==> config.mk <==
export PLATFORM = sky130hd
export DESIGN_NAME = radiotap_antenna_signal_extract_flat
export DESIGN_NICKNAME = d
export VERILOG_FILES = /design/src/rasx_pkg.sv /design/src/rasx_if.sv /design/src/rasx_sig_offset.sv /design/src/rasx_parse.sv /design/src/radiotap_antenna_signal_extract.sv /design/src/flat_wrapper.sv
export VERILOG_INCLUDE_DIRS = /design/src /design/src/src
export SDC_FILE = /design/constraint.sdc
export NUM_CORES = 1
export LEC_CHECK = 0
export ABC_CLOCK_PERIOD_IN_PS = 5900
export BUFFER_PORTS_ARGS = -buffer_cell sky130_fd_sc_hd__buf_2
export CORE_AREA = 10 10 145 147
export DETAILED_ROUTE_END_ITERATION = 10
export DIE_AREA = 0 0 155 157
export PLACE_DENSITY_LB_ADDON = 0.15
export SYNTH_ARGS = -nofsm -noshare
export SYNTH_HDL_FRONTEND = slang
export SYNTH_SLANG_ARGS = --single-unit
==> constraint.sdc <==
create_clock -name clk -period 5.9 [get_ports clk]
set_input_delay 0.59 -clock clk [delete_from_list [all_inputs] [get_ports clk]]
set_output_delay 0.59 -clock clk [all_outputs]
set_load 0.02 [all_outputs]
==> src/radiotap_antenna_signal_extract_defines.svh <==
// assertion helpers shared by the radiotap extractor
`ifndef RADIOTAP_ANTENNA_SIGNAL_EXTRACT_DEFINES_SVH
`define RADIOTAP_ANTENNA_SIGNAL_EXTRACT_DEFINES_SVH

// same-cycle implication, checked out of reset
`define RASX_ASSERT_NOW(lbl, ante, cons) \
  lbl: assert property (@(posedge clk) disable iff (!rst_n) (ante) |-> (cons)) \
    else $error("rasx same-cycle check failed");

// next-cycle implication, checked out of reset
`define RASX_ASSERT_NEXT(lbl, ante, cons) \
  lbl: assert property (@(posedge clk) disable iff (!rst_n) (ante) |=> (cons)) \
    else $error("rasx next-cycle check failed");

`endif

==> src/rasx_pkg.sv <==
package rasx_pkg;

  localparam int unsigned POS_W = 16;

  // fixed header layout
  localparam logic [POS_W-1:0] FIRST_WORD_POS = 16'd4;
  localparam logic [POS_W-1:0] CHAIN_MIN_POS  = 16'd7;
  localparam int unsigned      CHAIN_BIT      = 7;
  localparam int unsigned      SIGNAL_BIT     = 5;

  // present bits ahead of antenna signal
  localparam int unsigned TSFT_BIT    = 0;
  localparam int unsigned FLAGS_BIT   = 1;
  localparam int unsigned RATE_BIT    = 2;
  localparam int unsigned CHANNEL_BIT = 3;
  localparam int unsigned FHSS_BIT    = 4;

  typedef struct packed {
    logic [7:0] data_byte;
    logic       last_byte;
  } in_item_t;

  typedef struct packed {
    logic              signal_valid;
    logic signed [7:0] signal_dbm;
  } result_t;

  typedef struct packed {
    logic [POS_W-1:0] pos;
    logic             chain_open;
  } parse_stat_t;

endpackage

==> src/rasx_if.sv <==
interface rasx_byte_if;
  logic       valid;
  logic       ready;
  logic [7:0] data_byte;
  logic       last_byte;

  modport source (output valid, output data_byte, output last_byte, input ready);
  modport sink   (input valid, input data_byte, input last_byte, output ready);
endinterface

interface rasx_result_if;
  logic              valid;
  logic              ready;
  logic              signal_valid;
  logic signed [7:0] signal_dbm;

  modport source (output valid, output signal_valid, output signal_dbm, input ready);
  modport sink   (input valid, input signal_valid, input signal_dbm, output ready);
endinterface

==> src/rasx_sig_offset.sv <==
module rasx_sig_offset import rasx_pkg::*; (
  input  logic [POS_W-1:0] start,
  input  logic [5:0]       bits,
  output logic [POS_W-1:0] offset
);

  logic [POS_W:0] t0, t1, t2, t3, t4, t5;

  always_comb begin
    t0 = {1'b0, start};
    // tsft: 8 bytes, 8-aligned
    t1 = bits[TSFT_BIT] ? (((t0 + (POS_W+1)'(7)) & ~(POS_W+1)'(7)) + (POS_W+1)'(8)) : t0;
    t2 = bits[FLAGS_BIT] ? (t1 + (POS_W+1)'(1)) : t1;
    t3 = bits[RATE_BIT] ? (t2 + (POS_W+1)'(1)) : t2;
    // channel: 4 bytes, 2-aligned
    t4 = bits[CHANNEL_BIT] ? (((t3 + (POS_W+1)'(1)) & ~(POS_W+1)'(1)) + (POS_W+1)'(4)) : t3;
    // fhss: 2 bytes, 2-aligned
    t5 = bits[FHSS_BIT] ? (((t4 + (POS_W+1)'(1)) & ~(POS_W+1)'(1)) + (POS_W+1)'(2)) : t4;
    offset = t5[POS_W] ? '1 : t5[POS_W-1:0];
  end

endmodule

==> src/rasx_parse.sv <==
module rasx_parse import rasx_pkg::*; #(
  parameter int unsigned MIN_LENGTH = 8,
  parameter int unsigned MAX_BYTES  = 65535
) (
  input  logic        clk,
  input  logic        rst_n,
  input  logic        step,
  input  in_item_t    item,
  output result_t     res,
  output parse_stat_t stat
);

  localparam logic [POS_W-1:0] MIN_POS = POS_W'(MIN_LENGTH - 1);
  localparam logic [POS_W-1:0] MAX_POS = POS_W'(MAX_BYTES);

  logic [POS_W-1:0] pos_r, pos_nxt;
  logic [5:0]       fw_r, fw_nxt;
  logic             chain_r, chain_nxt;
  logic [POS_W-1:0] tgt_r, tgt_nxt;
  logic             tk_r, tk_nxt;
  logic             hb_r, hb_nxt;
  logic             seen_r, seen_nxt;
  logic [7:0]       val_r, val_nxt;

  logic             active;
  logic             chain_end;
  logic [POS_W-1:0] start;
  logic [POS_W-1:0] sig_off;
  logic             ok;

  rasx_sig_offset u_off (
    .start  (start),
    .bits   (fw_r),
    .offset (sig_off)
  );

  always_comb begin
    active    = pos_r < MAX_POS;
    start     = pos_r + POS_W'(1);
    hb_nxt    = hb_r | (active && pos_r == '0 && item.data_byte != 8'd0);
    fw_nxt    = (active && pos_r == FIRST_WORD_POS) ? item.data_byte[5:0] : fw_r;
    chain_end = active && chain_r && pos_r >= CHAIN_MIN_POS && pos_r[1:0] == 2'b11
                && !item.data_byte[CHAIN_BIT];
    chain_nxt = chain_r & ~chain_end;
    tk_nxt    = tk_r;
    tgt_nxt   = tgt_r;
    if (chain_end && fw_r[SIGNAL_BIT]) begin
      tk_nxt  = 1'b1;
      tgt_nxt = sig_off;
    end
    seen_nxt = seen_r;
    val_nxt  = val_r;
    if (active && tk_r && !seen_r && pos_r == tgt_r) begin
      seen_nxt = 1'b1;
      val_nxt  = item.data_byte;
    end
    pos_nxt = active ? start : pos_r;

    ok = !hb_nxt && !chain_nxt && tk_nxt && seen_nxt && pos_r >= MIN_POS;
    res.signal_valid = ok;
    res.signal_dbm   = ok ? $signed(val_nxt) : 8'sd0;

    stat.pos        = pos_r;
    stat.chain_open = chain_r;
  end

  always_ff @(posedge clk) begin
    if (!rst_n) begin
      pos_r   <= '0;
      fw_r    <= '0;
      chain_r <= 1'b1;
      tgt_r   <= '0;
      tk_r    <= 1'b0;
      hb_r    <= 1'b0;
      seen_r  <= 1'b0;
      val_r   <= '0;
    end else if (step) begin
      if (item.last_byte) begin
        // packet done, start over
        pos_r   <= '0;
        fw_r    <= '0;
        chain_r <= 1'b1;
        tgt_r   <= '0;
        tk_r    <= 1'b0;
        hb_r    <= 1'b0;
        seen_r  <= 1'b0;
        val_r   <= '0;
      end else begin
        pos_r   <= pos_nxt;
        fw_r    <= fw_nxt;
        chain_r <= chain_nxt;
        tgt_r   <= tgt_nxt;
        tk_r    <= tk_nxt;
        hb_r    <= hb_nxt;
        seen_r  <= seen_nxt;
        val_r   <= val_nxt;
      end
    end
  end

endmodule

==> src/radiotap_antenna_signal_extract.sv <==
// radiotap antenna signal extractor
// in_bus carries a captured radiotap buffer one byte per request, offset 0 first,
// with last_byte set on the final byte. out_bus gives exactly one request per
// buffer, after its last byte: signal_valid and the signed dBm value (0 if not
// valid).
// throughput: one byte per cycle unless a last byte is held for a full output
// register (see below). the per-byte work is one compare and add stage between
// the input register and the parser state.
// a byte enters the input register when it is accepted; when a last byte steps
// the parser, its result is loaded into the output register, which drives out_bus.
// when the receiver stalls, the result waits in the output register; bytes of
// the next buffer keep flowing until another last byte reaches the parser with
// the output register still full, which then holds the input register and
// drops in_bus.ready.
// reset (rst_n low, synchronous) empties both registers and returns the parser
// to offset 0 with the present chain open; the parser is cleared the same way
// after every last byte. the byte counter saturates at MAX_BYTES.
`include "radiotap_antenna_signal_extract_defines.svh"

module radiotap_antenna_signal_extract import rasx_pkg::*; #(
  parameter int unsigned MIN_LENGTH = 8,
  parameter int unsigned MAX_BYTES  = 65535
) (
  input  logic          clk,
  input  logic          rst_n,
  rasx_byte_if.sink     in_bus,
  rasx_result_if.source out_bus
);

  // input register
  logic        s1_v_r;
  in_item_t    s1_item_r;
  logic        s1_fire;

  // output register
  logic        out_v_r;
  result_t     out_res_r;

  result_t     res;
  parse_stat_t stat;

  // parser steps unless a last byte would overwrite a pending result
  assign s1_fire      = s1_v_r && (!s1_item_r.last_byte || !out_v_r || out_bus.ready);
  assign in_bus.ready = !s1_v_r || s1_fire;

  always_ff @(posedge clk) begin
    if (!rst_n) begin
      s1_v_r <= 1'b0;
    end else if (in_bus.ready) begin
      s1_v_r <= in_bus.valid;
    end
  end

  always_ff @(posedge clk) begin
    if (in_bus.ready && in_bus.valid) begin
      s1_item_r.data_byte <= in_bus.data_byte;
      s1_item_r.last_byte <= in_bus.last_byte;
    end
  end

  rasx_parse #(
    .MIN_LENGTH (MIN_LENGTH),
    .MAX_BYTES  (MAX_BYTES)
  ) u_parse (
    .clk   (clk),
    .rst_n (rst_n),
    .step  (s1_fire),
    .item  (s1_item_r),
    .res   (res),
    .stat  (stat)
  );

  // result register: loads on a last byte, empties when taken
  always_ff @(posedge clk) begin
    if (!rst_n) begin
      out_v_r <= 1'b0;
    end else if (s1_fire && s1_item_r.last_byte) begin
      out_v_r <= 1'b1;
    end else if (out_bus.ready) begin
      out_v_r <= 1'b0;
    end
  end

  always_ff @(posedge clk) begin
    if (s1_fire && s1_item_r.last_byte) begin
      out_res_r <= res;
    end
  end

  assign out_bus.valid        = out_v_r;
  assign out_bus.signal_valid = out_res_r.signal_valid;
  assign out_bus.signal_dbm   = out_res_r.signal_dbm;

  // invalid results carry a zero value
  `RASX_ASSERT_NOW(a_zero_when_invalid, out_v_r && !out_res_r.signal_valid, out_res_r.signal_dbm == 8'sd0)
  // backpressure only with a held byte in the input register
  `RASX_ASSERT_NOW(a_stall_has_item, !in_bus.ready, s1_v_r && s1_item_r.last_byte && out_v_r)
  // parser restarts after every last byte
  `RASX_ASSERT_NEXT(a_restart, s1_fire && s1_item_r.last_byte, stat.pos == '0 && stat.chain_open)
  // a last byte always leaves a result behind
  `RASX_ASSERT_NEXT(a_result_loaded, s1_fire && s1_item_r.last_byte, out_v_r)

endmodule
==> src/flat_wrapper.sv <==
// flat-port wrapper written by rule: the top's interface ports become plain ports
module radiotap_antenna_signal_extract_flat import rasx_pkg::*;
#(
  parameter int unsigned MIN_LENGTH = 8,
  parameter int unsigned MAX_BYTES  = 65535
)
  (clk, rst_n, in_bus_valid, in_bus_data_byte, in_bus_last_byte, in_bus_ready, out_bus_valid, out_bus_signal_valid, out_bus_signal_dbm, out_bus_ready);
  rasx_byte_if in_bus_i ();
  rasx_result_if out_bus_i ();
  input  logic clk;
  input  logic rst_n;
  input wire logic [$bits(in_bus_i.valid)-1:0] in_bus_valid;
  input wire logic [$bits(in_bus_i.data_byte)-1:0] in_bus_data_byte;
  input wire logic [$bits(in_bus_i.last_byte)-1:0] in_bus_last_byte;
  output wire logic [$bits(in_bus_i.ready)-1:0] in_bus_ready;
  output wire logic [$bits(out_bus_i.valid)-1:0] out_bus_valid;
  output wire logic [$bits(out_bus_i.signal_valid)-1:0] out_bus_signal_valid;
  output wire logic [$bits(out_bus_i.signal_dbm)-1:0] out_bus_signal_dbm;
  input wire logic [$bits(out_bus_i.ready)-1:0] out_bus_ready;
  assign in_bus_i.valid = in_bus_valid;
  assign in_bus_i.data_byte = in_bus_data_byte;
  assign in_bus_i.last_byte = in_bus_last_byte;
  assign in_bus_ready = in_bus_i.ready;
  assign out_bus_valid = out_bus_i.valid;
  assign out_bus_signal_valid = out_bus_i.signal_valid;
  assign out_bus_signal_dbm = out_bus_i.signal_dbm;
  assign out_bus_i.ready = out_bus_ready;
  radiotap_antenna_signal_extract #(.MIN_LENGTH(MIN_LENGTH), .MAX_BYTES(MAX_BYTES)) u_core (.clk(clk), .rst_n(rst_n), .in_bus(in_bus_i), .out_bus(out_bus_i));
endmodule
==> flow_summary.json, run 1 <==
{
  "insertion_delay_ps": 340,
  "min_from": "in_bus_data_byte[5]",
  "detail_route.iter0.violations": 516,
  "ys_top_cells_by_count": "nand2_1, nor2_1, xnor2_1",
  "arrival_ps": 5930,
  "cp-start-kind": "register",
  "p_switching_uw": 262,
  "cp.required_ps": 6170,
  "rrSetupSlack_ps": 240,
  "clk_pin_slew_worst_paths_ps": 60,
  "status": "completed",
  "drv_cap": 0,
  "yosysTopAreaCellShare": 0.146,
  "synth.distinct_cells": 112,
  "die_x_um": 155,
  "ys_ff_latch": 70,
  "cp_slowest_cell": "or4_1",
  "swShare": 0.240,
  "p_leak_uw": 0.00278,
  "cts_max_level": 3,
  "ff2ff_path_depth": 20,
  "area_growth_pct": 17.6,
  "viasPerCell": 5.82,
  "final_hold_viol_count": 0,
  "clock_path_buffers": 2,
  "end_kind": "register",
  "seqCellArea_sq_mm": 0.00158,
  "cts_tree": "yes",
  "first_global_vias": 6372,
  "power.density_mw_per_mm2": 130,
  "whs_ps": 419,
  "grt_max_degree": 36,
  "ir_drop_uv": 134,
  "relSlewSlack": 0.182,
  "drive_above_1_share": 0.239,
  "whs_endpoint": "u_core.s1_item_r[6]$_DFFE_PP_",
  "pwr-share-comb": 0.049,
  "fp.dieH_um": 157,
  "n_antenna_cell": 0,
  "postSynthAreaPerCell_sq_um": 8.13,
  "die_area_sq_mm": 0.0243,
  "hold_path.class": "input pin to register",
  "finalCritPeriodShare": 0.959,
  "cp_top_family": "compound AO/OA/AOI/OAI gates",
  "p_int_uw": 831,
  "numCtsBuffers": 9,
  "hold_buffers": 0,
  "wirelength_mm": 22.5,
  "async_reset_ff_frac": 0,
  "cts_root_buffer": "clkbuf_16",
  "fmax_mhz": 177,
  "netlist_instances": 877,
  "grt_pass1_wl_mm": 35.4,
  "clock_sinks": 70,
  "rr_endpoint": "u_core.u_parse.tgt_r[14]$_SDFFE_PN0P_",
  "fin_util": 0.458,
  "nets": 970,
  "tightest_slew_ps": 1220,
  "cp_common_cell": "buf_4",
  "wl_per_cell_um": 19.0,
  "synth_area_leaders": "dfxtp_1, edfxtp_1, xnor2_1, nand2_1, a22oi_1",
  "drt-pass1-iter-count": 7,
  "multi_input_area_sq_mm": 0.00540,
  "crit_chain": "buf_4 -> nand2_1 -> or4_1 -> a21boi_1 -> o2111ai_1 -> and2_1 -> a221o_1 -> a311oi_2 -> buf_4 -> nand3_1 -> a31oi_4 -> buf_4 -> xnor2_2 -> nand4_1 -> o211a_1 -> a211oi_1 -> and3_4 -> nand3b_1 -> o41a_4 -> o211ai_1",
  "synth_edf_count": 18,
  "antenna_found_initial": 0,
  "gr-total-overflow": 0,
  "dp_hpwl_mm": 17.4,
  "vias": 6904,
  "synth_most_common_cell": "nand2_1",
  "syn_nets": 899,
  "postRouteAntennaNets": 0,
  "worst-setup-path-type": "register to register",
  "syn_area_sq_mm": 0.00713,
  "track_usage": 0.180,
  "rows": 50,
  "yosysSeqAreaShare": 0.222,
  "power_frac_clock": 0.490,
  "setup_viol": 0,
  "drv_slew": 0,
  "numPortBuffers": 23,
  "dp.cells": 1168,
  "initial_core_util": 0.389,
  "crit_fanout": 12,
  "gp_congestion": 0.874,
  "drc_errors": 0,
  "hold_depth": 1,
  "r2r_start": "u_core.u_parse.pos_r[2]$_SDFFE_PN0P_",
  "layout_min_cycle_time_ps": 5660,
  "io_pins": 24,
  "synth_flop_cell": "dfxtp_1",
  "core_sq_mm": 0.0183,
  "skew_ps": 7.61,
  "critPathMaxStageDelay_ps": 530,
  "synth_area_leader_cell": "dfxtp_1",
  "fillers": 1835,
  "crit_buf_inv": 3,
  "pwr-share-seq": 0.461,
  "final_cells": 1187,
  "path_depth": 20,
  "yosysWarnings": 0
}
[final cells by class]
| cell class | count | share of cell area |
|---|---|---|
| well taps | 234 | 0.0349 |
| flip-flops and latches | 70 | 0.189 |
| clock inverters | 5 | 0.00477 |
| clock buffers | 11 | 0.0303 |
| multi-input cells | 742 | 0.644 |
| inverters | 17 | 0.00761 |
| repair buffers | 108 | 0.0898 |
[timing repair]
item                                    in CTS  in global routing
buffers inserted                             0                  2
gates resized for setup                      1                 28
endpoints found under the setup margin      16                 16
cloned                                       0                  1
endpoints found under the hold margin        0                  0
pin swaps                                    0                 11
[flip-flops by register name, indices dropped and copies added, names as in the netlist]
name	flops
u_core.out_bus.signal_valid	1
u_core.u_parse.val_r	8
u_core.s1_v_r	1
u_core.s1_item_r	9
u_core.u_parse.hb_r	1
u_core.out_bus.valid	1
u_core.u_parse.fw_r	6
u_core.u_parse.pos_r	16
u_core.u_parse.seen_r	1
u_core.u_parse.tk_r	1
u_core.out_bus.signal_dbm	8
u_core.u_parse.chain_r	1
u_core.u_parse.tgt_r	16
[placed cells by master (no fill, tap or decap), drive strengths merged, types with 4 or more instances in the layout]
cell type | synthesis | routed
or4 | 10 | 10
a2111oi | 7 | 7
inv | 15 | 17
ha | 9 | 9
nand3 | 43 | 43
mux2i | 10 | 10
a31oi | 8 | 8
buf | 26 | 108
and3 | 10 | 10
clkinv | 2 | 4
dfxtp | 52 | 52
a22oi | 37 | 37
edfxtp | 18 | 18
xnor2 | 67 | 67
a211oi | 10 | 10
a211o | 5 | 5
xor2 | 22 | 22
a41oi | 5 | 5
nor2b | 30 | 30
nor4b | 4 | 4
nand2b | 14 | 14
a21boi | 9 | 9
clkbuf | 23 | 11
mux2 | 5 | 5
a21o | 7 | 7
o211ai | 12 | 12
o2111ai | 7 | 7
nor3 | 32 | 32
or3 | 8 | 8
nand2 | 87 | 87
a21oi | 30 | 30
or2 | 6 | 6
nor4 | 16 | 16
o31ai | 7 | 7
nor2 | 72 | 72
o22ai | 5 | 5
nand4 | 16 | 16
o21ai | 46 | 46
o21a | 7 | 7
and2 | 21 | 21
[power groups by stage]
stage | sequential, uW | clock (uW) | combinational, uW
floorplan | 512 | 0 | 34.7
global placement | 514 | 0 | 52.9
detailed placement | 514 | 0 | 53.6
CTS | 504 | 544 | 53.7
global route | 505 | 568 | 59.0
finish | 504 | 535 | 53.7
[how the worst max path moves through the flow]
stage,start,end,slack (ps)
final,u_core.u_parse.pos_r[2]$_SDFFE_PN0P_,u_core.u_parse.tgt_r[14]$_SDFFE_PN0P_,240
after global routing,u_core.u_parse.pos_r[0]$_SDFFE_PN0P_,u_core.u_parse.tgt_r[14]$_SDFFE_PN0P_,-3
after CTS,u_core.u_parse.pos_r[0]$_SDFFE_PN0P_,u_core.u_parse.tgt_r[14]$_SDFFE_PN0P_,10
after detailed placement,u_core.u_parse.pos_r[0]$_SDFFE_PN0P_,u_core.u_parse.tgt_r[14]$_SDFFE_PN0P_,-60
after global placement,u_core.u_parse.pos_r[0]$_SDFFE_PN0P_,u_core.u_parse.tgt_r[14]$_SDFFE_PN0P_,-60
after floorplan,u_core.u_parse.pos_r[0]$_SDFFE_PN0P_,u_core.u_parse.tgt_r[10]$_SDFFE_PN0P_,2
[per-layer routing]
| layer | routed length [um] | track usage | vias to the layer above |
|---|---|---|---|
| li1 | - | - | 3451 |
| met1 | 10900 | 0.251 | 3278 |
| met2 | 10400 | 0.280 | 146 |
| met3 | 849 | 0.0270 | 29 |
| met4 | 413 | 0.0472 | 0 |
| met5 | 0 | 0 | - |
[stage by stage]
step,setup WS [ps],area [sq um],total power [uW],setup TNS [ps]
global route,-2.50,8390,1130,-2.50
finish,242,8390,1090,0
detailed placement,-57.2,7910,568,-91.7
floorplan,1.72,7140,546,0
global placement,-58.7,7910,567,-76.3
CTS,12.9,8210,1100,0
[kinds of logic after synthesis]
| family | share of synthesized area |
|---|---|
| AOI/OAI and AO/OA | 0.270 |
| xor gates and xnor gates | 0.124 |
| adders and majority gates | 0.0158 |
| buffers and inverters | 0.0460 |
| DFF | 0.222 |
| muxes | 0.0219 |
| and+or+nand+nor | 0.301 |
(Power assumes the default switching activity.)
==> run 2: changes to the inputs <==
--- a/config.mk
+++ b/config.mk
@@ -8,9 +8,9 @@
 export LEC_CHECK = 0
 export ABC_CLOCK_PERIOD_IN_PS = 5900
 export BUFFER_PORTS_ARGS = -buffer_cell sky130_fd_sc_hd__buf_2
-export CORE_AREA = 10 10 145 147
+export CORE_AREA = 10 10 133 135
 export DETAILED_ROUTE_END_ITERATION = 10
-export DIE_AREA = 0 0 155 157
+export DIE_AREA = 0 0 143 145
 export PLACE_DENSITY_LB_ADDON = 0.15
 export SYNTH_ARGS = -nofsm -noshare
 export SYNTH_HDL_FRONTEND = slang
==> flow_summary.json, run 2 (synthesis gave the netlist of run 1 again) <==
{
  "wl_per_cell_um": 20.3,
  "antenna_found_initial": 0,
  "first_global_vias": 6705,
  "whs_endpoint": "u_core.s1_item_r[7]$_DFFE_PP_",
  "reg.largest.list": "u_core.u_parse.pos_r x16, u_core.u_parse.tgt_r x16, u_core.s1_item_r x9",
  "crit_chain": "inv_1 -> ha_4 -> o31a_1 -> o221a_2 -> and2_4 -> ha_2 -> nand2b_4 -> a21boi_0 -> a21oi_1 -> a22oi_1 -> buf_4 -> a31oi_1 -> a2111oi_2 -> buf_4 -> o221ai_2 -> nor3_4 -> buf_4 -> nor4_4 -> buf_4 -> o211ai_4 -> xor2_1 -> a41oi_2 -> o41a_4 -> o211ai_1",
  "crit_fanout": 11,
  "numPortBuffers": 23,
  "fp.dieH_um": 145,
  "area_growth_pct": 17.0,
  "min_from": "in_bus_data_byte[6]",
  "cp_top_family": "compound AO/OA/AOI/OAI gates",
  "final_hold_viol_count": 0,
  "final_cell_mix": "nand2_1, buf_4, nor2_1, xnor2_1, dfxtp_1",
  "numCtsBuffers": 9,
  "nets": 955,
  "rr_endpoint": "u_core.u_parse.tgt_r[14]$_SDFFE_PN0P_",
  "pre_cts_ws_ps": -53.8,
  "setup_viol": 0,
  "cts_root_buffer": "clkbuf_16",
  "place_area_sq_mm": 0.00768,
  "fmax_mhz": 176,
  "dp_hpwl_mm": 17.2,
  "finalSetupTns_ps": 0,
  "tightest_slew_ps": 1110,
  "power.density_mw_per_mm2": 130,
  "clk_pin_slew_worst_paths_ps": 60,
  "end_kind": "register",
  "ff2ff_path_depth": 24,
  "seqCellArea_sq_mm": 0.00159,
  "insertion_delay_ps": 330,
  "grt_pass1_wl_mm": 35.7,
  "cp_slowest_cell": "o41a_4",
  "drv_slew": 0,
  "relSlewSlack": 0.252,
  "ir_drop_uv": 177,
  "io_pins": 24,
  "clock_sinks": 70,
  "n_antenna_cell": 0,
  "crit_buf_inv": 5,
  "hold_depth": 1,
  "die_x_um": 143,
  "rows": 45,
  "cts_max_level": 3,
  "drc_errors": 0,
  "cts_tree": "yes",
  "status": "completed",
  "skew_ps": 8.72,
  "r2r_start": "u_core.u_parse.pos_r[0]$_SDFFE_PN0P_",
  "whs_ps": 436,
  "gr-total-overflow": 0,
  "vias": 7268,
  "wirelength_mm": 22.8,
  "drt-pass1-iter-count": 5,
  "fin_ws_ps": 202,
  "die_area_sq_mm": 0.0207,
  "final_common_cell": "nand2_1",
  "gp_congestion": 1.01,
  "grt_max_degree": 36,
  "worst-setup-path-type": "register to register",
  "hold_path.class": "input pin to register",
  "fin_util": 0.555,
  "finalCritPeriodShare": 0.966,
  "finalInstanceArea_sq_mm": 0.00834,
  "fillers": 1384,
  "cp.required_ps": 6140,
  "track_usage": 0.207,
  "viasPerCell": 6.45,
  "cp-start-kind": "register",
  "postRouteAntennaNets": 0,
  "layout_min_cycle_time_ps": 5700,
  "drv_cap": 0,
  "detail_route.iter0.violations": 663,
  "multi_input_area_sq_mm": 0.00552,
  "rrSetupSlack_ps": 200,
  "p_leak_uw": 0.00276,
  "core_sq_mm": 0.0150,
  "clock_path_buffers": 2,
  "cp_common_cell": "buf_4",
  "drive_above_1_share": 0.247,
  "arrival_ps": 5940,
  "initial_core_util": 0.474,
  "critPathMaxStageDelay_ps": 520
}
run 2: how the worst max path moves through the flow:
stage | cells after the start | slack [ps] | from | endpoint
floorplan | 25 | 2 | u_core.u_parse.pos_r[0]$_SDFFE_PN0P_ | u_core.u_parse.tgt_r[10]$_SDFFE_PN0P_
global route | 21 | -20 | u_core.u_parse.pos_r[1]$_SDFFE_PN0P_ | u_core.u_parse.tgt_r[14]$_SDFFE_PN0P_
global placement | 22 | 130 | u_core.u_parse.pos_r[1]$_SDFFE_PN0P_ | u_core.u_parse.tgt_r[14]$_SDFFE_PN0P_
CTS | 22 | 4 | u_core.u_parse.pos_r[0]$_SDFFE_PN0P_ | u_core.u_parse.tgt_r[14]$_SDFFE_PN0P_
finish | 24 | 200 | u_core.u_parse.pos_r[0]$_SDFFE_PN0P_ | u_core.u_parse.tgt_r[14]$_SDFFE_PN0P_
detailed placement | 22 | -50 | u_core.u_parse.pos_r[0]$_SDFFE_PN0P_ | u_core.u_parse.tgt_r[14]$_SDFFE_PN0P_
run 2: routing by layer:
layer | global-route usage | vias to the layer above | wire [um]
li1 | - | 3415 | -
met1 | 0.294 | 3512 | 10400
met2 | 0.320 | 302 | 10500
met3 | 0.0303 | 39 | 1520
met4 | 0.0506 | 0 | 386
met5 | 0 | - | 0
run 2: what timing repair did:
item | CTS | global route
resized for setup | 1 | 54
pin swaps | 2 | 20
setup endpoints to repair | 16 | 16
cloned | 0 | 1
hold buffers | 0 | 0
buffers inserted | 0 | 10
run 2: cell type report:
cell class / count / share of cell area
clock inverters: 4 / 0.00570
flip-flops and latches: 70 / 0.190
inverters: 17 / 0.00765
clock buffers: 12 / 0.0295
multi-input cells: 742 / 0.662
well taps: 188 / 0.0282
repair buffers: 93 / 0.0768
run 2: metrics by stage:
step	cells	total power, uW
after detailed placement	1099	565
final	1126	1090
after global routing	1126	1120
after floorplan	877	546
after CTS	1115	1090
after global placement	1099	564
run 2: report_power, final:
group,leakage [uW],internal [uW],total (uW),switching (uW)
Sequential,0.000610,498,504,6.06
Combinational,0.00200,18.8,52.3,33.5
Clock,0.000144,337,531,194
Total,0.00276,854,1090,233
run 2: worst register-to-register path, delay by kind of cell, from the launching register on:
family                   cells  cell delay, ps
AO/OA/AOI/OAI               12            2890
buffers and inverters        5             920
flip-flops                   1             340
AND/OR/NAND/NOR              4             650
XOR/XNOR                     1             210
adder cells (fa/ha/maj)      2             600
==> run 3: changes to the inputs <==
--- a/config.mk
+++ b/config.mk
@@ -6,7 +6,7 @@
 export SDC_FILE = /design/constraint.sdc
 export NUM_CORES = 1
 export LEC_CHECK = 0
-export ABC_CLOCK_PERIOD_IN_PS = 5900
+export ABC_CLOCK_PERIOD_IN_PS = 7400
 export BUFFER_PORTS_ARGS = -buffer_cell sky130_fd_sc_hd__buf_2
 export CORE_AREA = 10 10 133 135
 export DETAILED_ROUTE_END_ITERATION = 10
==> constraint.sdc (replaced) <==
create_clock -name clk -period 7.4 [get_ports clk]
set_input_delay 0.74 -clock clk [delete_from_list [all_inputs] [get_ports clk]]
set_output_delay 0.74 -clock clk [all_outputs]
set_load 0.02 [all_outputs]
==> flow_summary.json, run 3 (synthesis gave the netlist of run 1 again) <==
{
  "critPathMaxStageDelay_ps": 640,
  "r2r_start": "u_core.u_parse.pos_r[1]$_SDFFE_PN0P_",
  "grt_pass1_wl_mm": 35.4,
  "first_global_vias": 6572,
  "p_leak_uw": 0.00238,
  "track_usage": 0.206,
  "crit_path_start": "u_core.u_parse.pos_r[1]$_SDFFE_PN0P_",
  "gr-total-overflow": 0,
  "fillers": 1423,
  "seqCellArea_sq_mm": 0.00158,
  "n_antenna_cell": 0,
  "cp_slowest_cell": "o41a_4",
  "postRouteAntennaNets": 0,
  "viasPerCell": 6.52,
  "min_from": "u_core.u_parse.hb_r$_SDFFE_PN0P_",
  "crit_fanout": 16,
  "core_sq_mm": 0.0150,
  "end_kind": "register",
  "numCtsBuffers": 9,
  "drv_cap": 0,
  "dp_hpwl_mm": 16.5,
  "cts_tree": "yes",
  "arrival_ps": 7100,
  "final_common_cell": "nand2_1",
  "finalInstanceArea_sq_mm": 0.00764,
  "reg.largest.list": "u_core.u_parse.pos_r x16, u_core.u_parse.tgt_r x16, u_core.s1_item_r x9",
  "cp-start-kind": "register",
  "ir_drop_uv": 151,
  "setup_viol": 0,
  "insertion_delay_ps": 340,
  "relSlewSlack": 0.281,
  "cts_max_level": 3,
  "crit_buf_inv": 2,
  "die_x_um": 143,
  "area_growth_pct": 7.18,
  "status": "completed",
  "cp_common_cell": "ha_1",
  "grt_max_degree": 36,
  "whs_ps": 505,
  "worst-setup-path-type": "register to register",
  "cts_root_buffer": "clkbuf_16",
  "pre_cts_ws_ps": 507,
  "multi_input_area_sq_mm": 0.00524,
  "hold_path.class": "register to register",
  "drive_above_1_share": 0.154,
  "power_uw": 923,
  "fmax_mhz": 146,
  "wl_met1_mm": 10.0,
  "place_area_sq_mm": 0.00730,
  "antenna_found_initial": 0,
  "highest_layer": "met4",
  "wirelength_mm": 21.9,
  "initial_core_util": 0.474,
  "final_cell_mix": "nand2_1, nor2_1, xnor2_1, dfxtp_1, nand3_1",
  "tightest_slew_ps": 1080,
  "wl_per_cell_um": 20.5,
  "layout_min_cycle_time_ps": 6840,
  "io_pins": 24,
  "crit_chain": "buf_4 -> ha_1 -> inv_1 -> o31a_1 -> o221a_2 -> and2_4 -> ha_1 -> nand2b_1 -> o2111ai_2 -> o21ai_1 -> o21ai_0 -> a211oi_2 -> or4_1 -> a21o_1 -> or2_1 -> a21oi_1 -> xnor2_1 -> nor4_4 -> o211ai_4 -> xor2_1 -> a41oi_1 -> o41a_4 -> o211ai_1",
  "drc_errors": 0,
  "nets": 895,
  "vias": 6953,
  "numPortBuffers": 23,
  "final_hold_viol_count": 0,
  "ff2ff_path_depth": 23,
  "detail_route.iter0.violations": 817,
  "finalCritPeriodShare": 0.924,
  "gp_congestion": 0.946,
  "drv_slew": 0,
  "cp_top_family": "compound AO/OA/AOI/OAI gates",
  "clk_pin_slew_worst_paths_ps": 60,
  "rsz0062_at_grt": "false",
  "rows": 45,
  "fp.dieH_um": 145,
  "drt-pass1-iter-count": 6,
  "path_depth": 23,
  "fin_ws_ps": 560,
  "dr_wl_met2_mm": 10.2,
  "hold_depth": 2,
  "clock_sinks": 70,
  "finalSetupTns_ps": 0,
  "clock_path_buffers": 2,
  "met3_length_mm": 1.31,
  "die_area_sq_mm": 0.0207,
  "skew_ps": 6.41,
  "cp.required_ps": 7660,
  "power.density_mw_per_mm2": 121
}
[run 3: cell type report]
type,instances,area share
clock inverters,7,0.0134
flip-flops and latches,70,0.207
multi-input cells,741,0.685
repair buffers,34,0.0259
inverters,17,0.00835
well taps,188,0.0308
clock buffers,9,0.0295
[run 3: final timing paths]
check / to / slack (ps)
hold reg to reg: u_core.u_parse.hb_r$_SDFFE_PN0P_ / 500
hold / removal: u_core.u_parse.hb_r$_SDFFE_PN0P_ / 500
setup reg to reg: u_core.u_parse.tgt_r[14]$_SDFFE_PN0P_ / 560
setup / recovery: u_core.u_parse.tgt_r[14]$_SDFFE_PN0P_ / 560
[run 3: layer usage]
metal,track usage,up-vias
met3,0.0228,32
li1,-,3286
met4,0.0562,0
met1,0.287,3350
met5,0,-
met2,0.329,285
[run 3: through the flow]
| step | util | std cells |
|---|---|---|
| 5_1_grt | 0.508 | 1066 |
| 6_report | 0.508 | 1066 |
| 2_1_floorplan | - | 877 |
| 4_1_cts | 0.507 | 1066 |
| 3_3_place_gp | 0.486 | 1050 |
| 3_5_place_dp | 0.486 | 1050 |
[run 3: where the power goes]
part / internal, uW / total (uW) / leakage (uW) / switching, uW
Sequential: 397 / 402 / 0.000608 / 5.59
Combinational: 13.8 / 38.7 / 0.00161 / 24.9
Clock: 299 / 482 / 0.000157 / 182
Total: 710 / 923 / 0.00238 / 213
[run 3: repair_timing]
| action | in CTS | in global routing |
|---|---|---|
| gates resized for setup | 0 | 3 |
| hold buffers | 0 | 0 |
| hold endpoints to repair | 0 | 0 |
| buffers inserted | 0 | 0 |
| endpoints found under the setup margin | 0 | 16 |
[run 3: tightest hold or removal path: cells and delay by family, from the launching register on]
family	cells	cell delay, ps
flip-flops	1	340
AND/OR/NAND/NOR	1	80
AO/OA/AOI/OAI	1	50
